**config.mk**
```make
export PLATFORM = sky130hd
export DESIGN_NAME = token_window_multiset_matcher_unit
export DESIGN_NICKNAME = d
export VERILOG_FILES = /design/src/hdl/twmm_pkg.sv /design/src/hdl/twmm_front.sv /design/src/hdl/twmm_engine.sv /design/src/hdl/token_window_multiset_matcher_unit.sv
export SDC_FILE = /design/constraint.sdc
export NUM_CORES = 2
export LEC_CHECK = 0
export BUFFER_PORTS_ARGS = -buffer_cell sky130_fd_sc_hd__buf_2
export CAP_MARGIN = 10
export CORE_ASPECT_RATIO = 1.25
export CORE_MARGIN = 10
export CORE_UTILIZATION = 57
export CTS_CLUSTER_SIZE = 14
export DETAILED_ROUTE_END_ITERATION = 8
export HOLD_SLACK_MARGIN = 0.06
export PLACE_DENSITY = 0.81
export SYNTH_ARGS = -nofsm -noshare
export SYNTH_HDL_FRONTEND = slang
export SYNTH_SLANG_ARGS = --single-unit
```
**constraint.sdc**
```tcl
create_clock -name clk -period 11.2 [get_ports clk]
set_input_delay 2.24 -clock clk [delete_from_list [all_inputs] [get_ports clk]]
set_output_delay 2.24 -clock clk [all_outputs]
set_load 0.02 [all_outputs]
```
**src/hdl/twmm_pkg.sv**
```systemverilog
package twmm_pkg;

  localparam int MAX_IDS   = 16;
  localparam int MAX_WORDS = 32;

  localparam int ID_W   = $clog2(MAX_IDS);
  localparam int CNT_W  = 6;
  localparam int HEAD_W = $clog2(MAX_WORDS);
  localparam int FILL_W = $clog2(MAX_WORDS + 1);
  localparam int POS_W  = 24;
  localparam int OFF_W  = 8;
  localparam int WL_W   = 8;
  localparam int CMD_W  = 2;
  localparam int OP_W   = 3;

  // input commands
  localparam logic [CMD_W-1:0] CMD_LOAD  = 2'd0;
  localparam logic [CMD_W-1:0] CMD_TOKEN = 2'd1;
  localparam logic [CMD_W-1:0] CMD_START = 2'd2;

  // classified operations
  localparam logic [OP_W-1:0] OP_NONE  = 3'd0;
  localparam logic [OP_W-1:0] OP_LOAD  = 3'd1;
  localparam logic [OP_W-1:0] OP_START = 3'd2;
  localparam logic [OP_W-1:0] OP_MISS  = 3'd3;
  localparam logic [OP_W-1:0] OP_HIT   = 3'd4;

  // configuration register indexes
  localparam logic REG_WORD_LENGTH = 1'b0;
  localparam logic REG_TOTAL_WORDS = 1'b1;

  typedef struct packed {
    logic [OP_W-1:0]  op;
    logic [ID_W-1:0]  id;
    logic [CNT_W-1:0] req;
    logic [OFF_W-1:0] off;
  } item_t;

  typedef struct packed {
    logic              q_pop;
    logic              res_valid;
    logic [FILL_W-1:0] fill;
  } eng_status_t;

endpackage

```
**src/hdl/twmm_front.sv**
```systemverilog
module twmm_front import twmm_pkg::*; (
  input  logic               clk,
  input  logic               rst,
  input  logic               in_valid,
  output logic               in_ready,
  input  logic [CMD_W-1:0]   cmd,
  input  logic [ID_W-1:0]    token_id,
  input  logic               token_miss,
  input  logic [CNT_W-1:0]   required_count,
  input  logic [OFF_W-1:0]   phase_offset,
  output logic               q_valid,
  output item_t              q_item,
  input  logic               q_pop
);

  item_t      entries [2];
  logic       wptr;
  logic       rptr;
  logic [1:0] count;
  item_t      cls;
  logic       accept;
  logic       push;

  always_comb begin
    cls.id  = token_id;
    cls.req = required_count;
    cls.off = phase_offset;
    case (cmd)
      CMD_LOAD:  cls.op = OP_LOAD;
      CMD_TOKEN: cls.op = token_miss ? OP_MISS : OP_HIT;
      CMD_START: cls.op = OP_START;
      default:   cls.op = OP_NONE;
    endcase
  end

  assign in_ready = (count != 2'd2);
  assign accept   = in_valid && in_ready;
  // unused commands are taken and dropped here
  assign push     = accept && (cls.op != OP_NONE);
  assign q_valid  = (count != 2'd0);
  assign q_item   = entries[rptr];

  always_ff @(posedge clk) begin
    if (push) begin
      entries[wptr] <= cls;
    end
  end

  always_ff @(posedge clk) begin
    if (rst) begin
      wptr  <= 1'b0;
      rptr  <= 1'b0;
      count <= 2'd0;
    end else begin
      if (push) begin
        wptr <= ~wptr;
      end
      if (q_pop) begin
        rptr <= ~rptr;
      end
      count <= count + {1'b0, push} - {1'b0, q_pop};
    end
  end

endmodule

```
**src/hdl/twmm_engine.sv**
```systemverilog
module twmm_engine import twmm_pkg::*; (
  input  logic             clk,
  input  logic             rst,
  input  logic             q_valid,
  input  item_t            q_item,
  input  logic [WL_W-1:0]  word_length,
  input  logic [CNT_W-1:0] total_words,
  input  logic             out_free,
  output logic [POS_W-1:0] res_pos,
  output eng_status_t      status
);

  localparam logic [1:0] ST_IDLE  = 2'd0;
  localparam logic [1:0] ST_SLIDE = 2'd1;
  localparam logic [1:0] ST_DROP  = 2'd2;

  logic [1:0]        state;
  logic [CNT_W-1:0]  needed    [MAX_IDS];
  logic [CNT_W-1:0]  remaining [MAX_IDS];
  logic [ID_W-1:0]   window_ids [MAX_WORDS];
  logic [HEAD_W-1:0] head;
  logic [FILL_W-1:0] fill;
  logic [POS_W-1:0]  win_start;
  logic [POS_W-1:0]  tok_idx;
  logic [OFF_W-1:0]  cur_off;
  logic [ID_W-1:0]   cur_id;
  logic [CNT_W-1:0]  cur_rem;

  logic [ID_W-1:0]   head_id;
  logic [ID_W-1:0]   rd_id;
  logic [CNT_W-1:0]  rd_rem;
  logic [HEAD_W-1:0] tail;
  logic [FILL_W-1:0] fill_inc;
  logic              full_hit;
  logic              drop_after;
  logic              add_go;
  logic              q_pop;
  logic [31:0]       prod;
  logic [POS_W-1:0]  tok_inc;

  always_comb begin
    head_id    = window_ids[head];
    // one read port on the count table
    rd_id      = (state == ST_IDLE) ? q_item.id : head_id;
    rd_rem     = remaining[rd_id];
    tail       = head + fill[HEAD_W-1:0];
    fill_inc   = fill + FILL_W'(1);
    full_hit   = (fill_inc == FILL_W'(total_words));
    drop_after = full_hit || (fill_inc >= FILL_W'(MAX_WORDS));
    add_go     = (state == ST_SLIDE) && (cur_rem != '0) && !(full_hit && !out_free);
    q_pop      = (state == ST_IDLE) && q_valid;
    prod       = 32'(win_start) * 32'(word_length);
    res_pos    = prod[POS_W-1:0] + POS_W'(cur_off);
    tok_inc    = tok_idx + POS_W'(1);
  end

  assign status.q_pop     = q_pop;
  assign status.res_valid = add_go && full_hit;
  assign status.fill      = fill;

  always_ff @(posedge clk) begin
    if (add_go) begin
      window_ids[tail] <= cur_id;
    end
  end

  always_ff @(posedge clk) begin
    if (rst) begin
      state     <= ST_IDLE;
      head      <= '0;
      fill      <= '0;
      win_start <= '0;
      tok_idx   <= '0;
      cur_off   <= '0;
      cur_id    <= '0;
      cur_rem   <= '0;
      for (int i = 0; i < MAX_IDS; i++) begin
        needed[i]    <= '0;
        remaining[i] <= '0;
      end
    end else begin
      case (state)
        ST_IDLE: begin
          if (q_valid) begin
            case (q_item.op)
              OP_LOAD: begin
                needed[q_item.id] <= q_item.req;
              end
              OP_START: begin
                cur_off   <= q_item.off;
                tok_idx   <= '0;
                win_start <= '0;
                fill      <= '0;
                head      <= '0;
                remaining <= needed;
              end
              OP_MISS: begin
                tok_idx   <= tok_inc;
                win_start <= tok_inc;
                fill      <= '0;
                head      <= '0;
                remaining <= needed;
              end
              OP_HIT: begin
                tok_idx <= tok_inc;
                cur_id  <= q_item.id;
                cur_rem <= rd_rem;
                state   <= ST_SLIDE;
              end
              default: ;
            endcase
          end
        end
        ST_SLIDE: begin
          if (cur_rem == '0) begin
            if (fill != '0) begin
              // slide the oldest entry out until the token fits
              remaining[head_id] <= rd_rem + CNT_W'(1);
              head      <= head + HEAD_W'(1);
              fill      <= fill - FILL_W'(1);
              win_start <= win_start + POS_W'(1);
              if (head_id == cur_id) begin
                cur_rem <= cur_rem + CNT_W'(1);
              end
            end else begin
              // id never fits, token dropped
              win_start <= tok_idx;
              state     <= ST_IDLE;
            end
          end else if (add_go) begin
            remaining[cur_id] <= cur_rem - CNT_W'(1);
            fill  <= fill_inc;
            state <= drop_after ? ST_DROP : ST_IDLE;
          end
        end
        ST_DROP: begin
          remaining[head_id] <= rd_rem + CNT_W'(1);
          head      <= head + HEAD_W'(1);
          fill      <= fill - FILL_W'(1);
          win_start <= win_start + POS_W'(1);
          state     <= ST_IDLE;
        end
        default: begin
          state <= ST_IDLE;
        end
      endcase
    end
  end

endmodule

```
**src/hdl/token_window_multiset_matcher_unit.sv**
```systemverilog
// Sliding-window multiset matcher over a stream of word-token ids. Load items set the
// required count per id, a start item opens a phase, and each token item extends the
// window; a full window reports phase_offset + start*word_length (mod 2^24) on
// match_position. A two-item queue sits between the input and the execution engine, and
// the result sits in an output register, so input keeps flowing while a result waits.
// Load, start and miss items are handled in the engine's idle state; unused commands are
// dropped at the input and never reach the engine. A token is taken in the idle state,
// then window entries are slid out to make room, then it is added, and the oldest entry
// is dropped after that when the window becomes full or reaches 32 entries; the slide
// loop reads the count table through a single port, one entry per cycle. A full window
// needing a result waits while the output register is occupied and not being read out.
// Configuration (index 0 word_length, index 1 total_words) may be written only when idle.
module token_window_multiset_matcher_unit import twmm_pkg::*; (
  input  logic               clk,
  input  logic               rst,
  input  logic               in_valid,
  output logic               in_ready,
  input  logic [CMD_W-1:0]   cmd,
  input  logic [ID_W-1:0]    token_id,
  input  logic               token_miss,
  input  logic [CNT_W-1:0]   required_count,
  input  logic [OFF_W-1:0]   phase_offset,
  output logic               out_valid,
  input  logic               out_ready,
  output logic [POS_W-1:0]   match_position,
  input  logic               write_enable,
  input  logic               write_index,
  input  logic [WL_W-1:0]    write_data
);

  logic [WL_W-1:0]  word_length;
  logic [CNT_W-1:0] total_words;
  logic             q_valid;
  item_t            q_item;
  logic             out_free;
  logic [POS_W-1:0] res_pos;
  eng_status_t      status;

  always_ff @(posedge clk) begin
    if (rst) begin
      word_length <= WL_W'(1);
      total_words <= CNT_W'(1);
    end else if (write_enable) begin
      case (write_index)
        REG_WORD_LENGTH: word_length <= write_data;
        REG_TOTAL_WORDS: total_words <= write_data[CNT_W-1:0];
        default: ;
      endcase
    end
  end

  twmm_front u_front (
    .clk            (clk),
    .rst            (rst),
    .in_valid       (in_valid),
    .in_ready       (in_ready),
    .cmd            (cmd),
    .token_id       (token_id),
    .token_miss     (token_miss),
    .required_count (required_count),
    .phase_offset   (phase_offset),
    .q_valid        (q_valid),
    .q_item         (q_item),
    .q_pop          (status.q_pop)
  );

  twmm_engine u_engine (
    .clk         (clk),
    .rst         (rst),
    .q_valid     (q_valid),
    .q_item      (q_item),
    .word_length (word_length),
    .total_words (total_words),
    .out_free    (out_free),
    .res_pos     (res_pos),
    .status      (status)
  );

  assign out_free = !out_valid || out_ready;

  always_ff @(posedge clk) begin
    if (status.res_valid) begin
      match_position <= res_pos;
    end
  end

  always_ff @(posedge clk) begin
    if (rst) begin
      out_valid <= 1'b0;
    end else if (status.res_valid) begin
      out_valid <= 1'b1;
    end else if (out_ready) begin
      out_valid <= 1'b0;
    end
  end

  a_pop_has_item: assert property (@(posedge clk) disable iff (rst)
    status.q_pop |-> q_valid)
    else $error("engine took an item from an empty queue");

  a_result_slot_free: assert property (@(posedge clk) disable iff (rst)
    status.res_valid |-> (!out_valid || out_ready))
    else $error("result produced while output register still held");

  a_fill_bound: assert property (@(posedge clk) disable iff (rst)
    status.fill <= FILL_W'(MAX_WORDS))
    else $error("window fill beyond capacity");

  a_result_shown: assert property (@(posedge clk) disable iff (rst)
    status.res_valid |=> (out_valid && match_position == $past(res_pos)))
    else $error("result not presented after it was produced");

endmodule
```
==> results summary <==
The flow ran to the end, and the final reports show no timing, DRC or antenna violations. The number of I/O pins is 61. Of the available clock period, the critical path in the final layout requires 0.535. The analysis attributes to cell leakage a power of 11.8 nW. The arrival time at the worst endpoint came out at 6.38 ns. The XOR/XNOR share of the synthesized area came out at 0.0228.

The detail route stage leaves a number of antenna-violating nets equal to 0. Measured in cells, the most critical reg-to-reg path has a length of 20. The fraction of the yosys area taken by sequential cells came out at 0.386.

The worst register-to-register path begins at word_length[1]$_SDFFE_PP0P_. The number of levels the H-tree was split into came out at 2. The number of max-slew violations in the final report is 0. In this run the core area contains 94 standard-cell rows. TritonCTS built the clock tree.

The y dimension of the die came out at 279 um. Of the cells placed in the final design, the portion with a size suffix greater than 1 is 0.101. The type of the worst min-delay path is flip-flop to flip-flop. The cell at the slowest stage of the critical path is dfxtp_1. The pin count of the biggest net entering global routing came out at 124. Dividing the synthesized area by the synthesized cell count gives 9.12 um2. The worst register-to-register path has a setup slack of 5.21 ns. The number of buffers and inverters on the critical path came out at 3. The most common library cell in the layout ignoring fill and taps is nor2_1. The synthesized instance count came out at 3343.

In this run the tightest slew margin relative to its limit is 0.210. The worst clock skew is 0.0441 ns. Counting every net in the synthesized netlist gives 3561. The quantity of gates resized following cts is 0. The detailed-placement wirelength estimate is 60300 um. The global routing usage on met1 came out at 0.341. The non-filler instance count after layout is 3973. The later pin in the worst-skew pair is clocked with a latency of 0.62 ns.

The first-pass GRT wire length came out at 140000 um. The most common flop cell mapped by yosys is dfxtp_1. The die is 227 um wide. Measured against the total synthesized area, the mux share comes to 0.0575. The clock-pin slew of the registers on the worst-case setup and hold paths is 0.06 ns. The deepest clock path buffer count came out at 3. The number of clock buffers added by TritonCTS is 50. In the layout the commonest cells are 430 x nor2_1, 297 x nand2_1, 294 x dfxtp_1, 211 x inv_1, 194 x edfxtp_1. The count of TritonRoute iterations in the first routing pass came out at 7.

The worst path in the final design needs a cycle of 5.99 ns, including I/O delays and setup. Measured on the finished design, the core utilization comes to 0.622. The standard cell core area is 52800 um2.

Grouping stages by cell kind, the critical path spends the most delay in compound AO/OA/AOI/OAI gates. In this run the critical register-to-register path is captured at match_position[22]$_DFFE_PP_. For this run, global-route usage on met2 was measured as 0.446. The register bit count reported by yosys is 490. The startpoint kind of the worst setup timing path is a flip-flop. The clock root buffer is clkbuf_16. In this run the power density over the cells is 168 nW/um2.

The logic depth of the worst setup path including buffers is 20. The hold violation total from the final report came to 0. The final weighted congestion of routability-driven global placement came out at 0.997.

Counting flops with a built-in enable in the synthesized netlist gives 194. The hold buffer count at CTS came out at 0. In the global route stage, overall resource usage came out at 0.277. The number of port buffers is 60.

The global-route layer with the greatest usage is met2. The worst-case IR drop observed on VDD is 124 uV. The maximum net fanout on the critical path is 24. Setup violations remaining at the end of the flow were counted as 0. The count of unresolved DRC violations after routing is 0. The number of global-route vias before repair came out at 25095. The sequential standard cell area is 11800 um2. The signal on the critical path passes through nand2_1 > fa_1 > inv_1 > fa_1 > ha_1 > inv_1 > fa_1 > inv_1 > ha_1 > a21o_1 > a21oi_1 > o21ai_0 > a21oi_1 > o21ai_0 > a21oi_1 > o211a_1 > a211oi_1 > a211oi_1 > nor2_1 > o311ai_0. The actual slew at the worst max-slew pin is 1.18 ns.

The average vias per placed instance is 6.55. Of the total synthesized cell area, the portion taken by AND, OR, NAND and NOR gates is 0.181. The number of library cell types mapped by synthesis is 86. The first routing iteration left 3598 violations.

The floorplan step defined a die boundary enclosing 63200 um2. The count of fill cells added during filler insertion is 4263. The required time of the critical path is 11.59 ns. The synthesized-area fraction occupied by ao, oa, aoi and oai cells is 0.191. The total negative setup slack came out at 0 ns. The layout-stage area growth over the synthesis result came out at 7.72%.

Setup repair after global routing left no endpoint under its margin. The share of synthesized area in the top cell type comes to 0.194. The largest stage delay on the critical path is 0.85 ns. The clock net in this run drives a total of 490 sinks. The source of the critical timing path is word_length[1]$_SDFFE_PP0P_. The met3 routing resource usage after global routing is 0.0498. The footprint of the multi-input gates came out at 17000 um2.

The cell count after placement is 3876. By area, the combinational part of the netlist is dominated by compound AO/OA/AOI/OAI gates. The final layout net count came out at 3474. The cell area that synthesis handed to floorplanning was 30500 um2. The remaining global-route overflow came out at 0. The maximum achievable frequency came out at 0.167 GHz.

The routed length per placed instance came out at 22.3 um. The number of antenna violations at the first check in global routing is 4. The post-route worst hold slack is 0.475 ns. The total wire length after detailed routing came out at 88700 um. Of all cell types, the one taking the most synthesized area is dfxtp_1. The number of setup buffers added after CTS came out at 0. The total of warnings raised by yosys is 0. By startpoint and endpoint, the worst setup path is classified as flip-flop to flip-flop.

Ranked by total cell area, the synthesized netlist is headed by dfxtp_1 19%, edfxtp_1 19%, fa_1 7.6%. The proportion of synthesized flip-flops having asynchronous set or reset came out at 0. Max-cap violations in this run came to 0.

For this configuration, the core starts out at a cell density of 0.577. Of the total synthesized cell area, the portion taken by full adders, half adders and majority gates is 0.104. The overall via count from detail_route is 26024. The critical path capture point type is a flip-flop. Following the worst setup path forward leads to its endpoint at match_position[22]$_DFFE_PP_.
registers in the layout, indices dropped and copies added (netlist names), named ones only:
register	cells
u_engine.head	5
u_engine.state	2
word_length	8
u_front.entries	42
u_engine.tok_idx	24
u_engine.fill	6
u_engine.needed	96
total_words	6
u_engine.cur_rem	6
u_engine.window_ids	128
u_engine.win_start	24
u_engine.remaining	96
u_front.rptr	1
u_engine.cur_off	8
u_front.wptr	1
match_position	24
u_front.count	2
out_valid	1
u_engine.cur_id	4
tightest hold or removal path, stage by stage, from the launching register on:
cell     delay, ns
dfxtp_1       0.32
nand2_1       0.05
a21oi_1       0.05
power breakdown:
part / switching (mW) / total [mW] / internal (mW)
combinational: 1.08 / 1.59 / 0.513
sequential: 0.171 / 2.15 / 1.98
clock: 0.728 / 1.78 / 1.05
final cells by class:
cell class	instances	area share
inverters	213	0.0243
well taps	672	0.0256
clock buffers	74	0.0449
flip-flops and latches	490	0.358
multi-input cells	2392	0.518
clock inverters	19	0.00804
repair buffers	109	0.0207
diodes	4	0.000305
stage by stage:
stage	setup slack, ns	total power, mW	area, um2
floorplan	6.16	3.25	30500
global placement	5.52	3.68	31100
detailed placement	5.35	3.71	31100
CTS	5.25	5.48	32800
global route	4.81	5.75	32800
finish	5.21	5.53	32800
layer usage:
metal,part of all wire,up-vias,wire [um]
li1,-,11768,-
met1,0.37,12379,33100
met3,0.097,348,8570
met4,0.062,0,5550
met5,0,-,0
met2,0.47,1529,41500
Yosys cell counts (all sizes together) (100+ instances only):
master	count
nor2	433
nand2	299
dfxtp	296
clkbuf	224
inv	212
edfxtp	194
a21oi	181
o21ai	163
a211oi	147
and2	138
fa	116
nor3	100
worst min-delay path by stage:
stage / from / end / slack [ns] / cells after the start
finish: total_words[3]$_SDFFE_PP0P_ / total_words[3]$_SDFFE_PP0P_ / 0.47 / 2
global placement: total_words[5]$_SDFFE_PP0P_ / total_words[5]$_SDFFE_PP0P_ / 0.45 / 2
detailed placement: total_words[3]$_SDFFE_PP0P_ / total_words[3]$_SDFFE_PP0P_ / 0.47 / 2
floorplan: total_words[5]$_SDFFE_PP0P_ / total_words[5]$_SDFFE_PP0P_ / 0.44 / 2
global route: u_engine.remaining[48]$_SDFFE_PP0P_ / u_engine.remaining[48]$_SDFFE_PP0P_ / 0.49 / 2
CTS: total_words[3]$_SDFFE_PP0P_ / total_words[3]$_SDFFE_PP0P_ / 0.47 / 2
kinds of logic after synthesis:
family / count (synthesis)
muxes: 118
AOI/OAI and AO/OA: 827
adders and majority gates: 183
xor gates and xnor gates: 77
buffers and inverters: 461
and+or+nand+nor: 1187
DFF: 490
(Power assumes the default switching activity.)
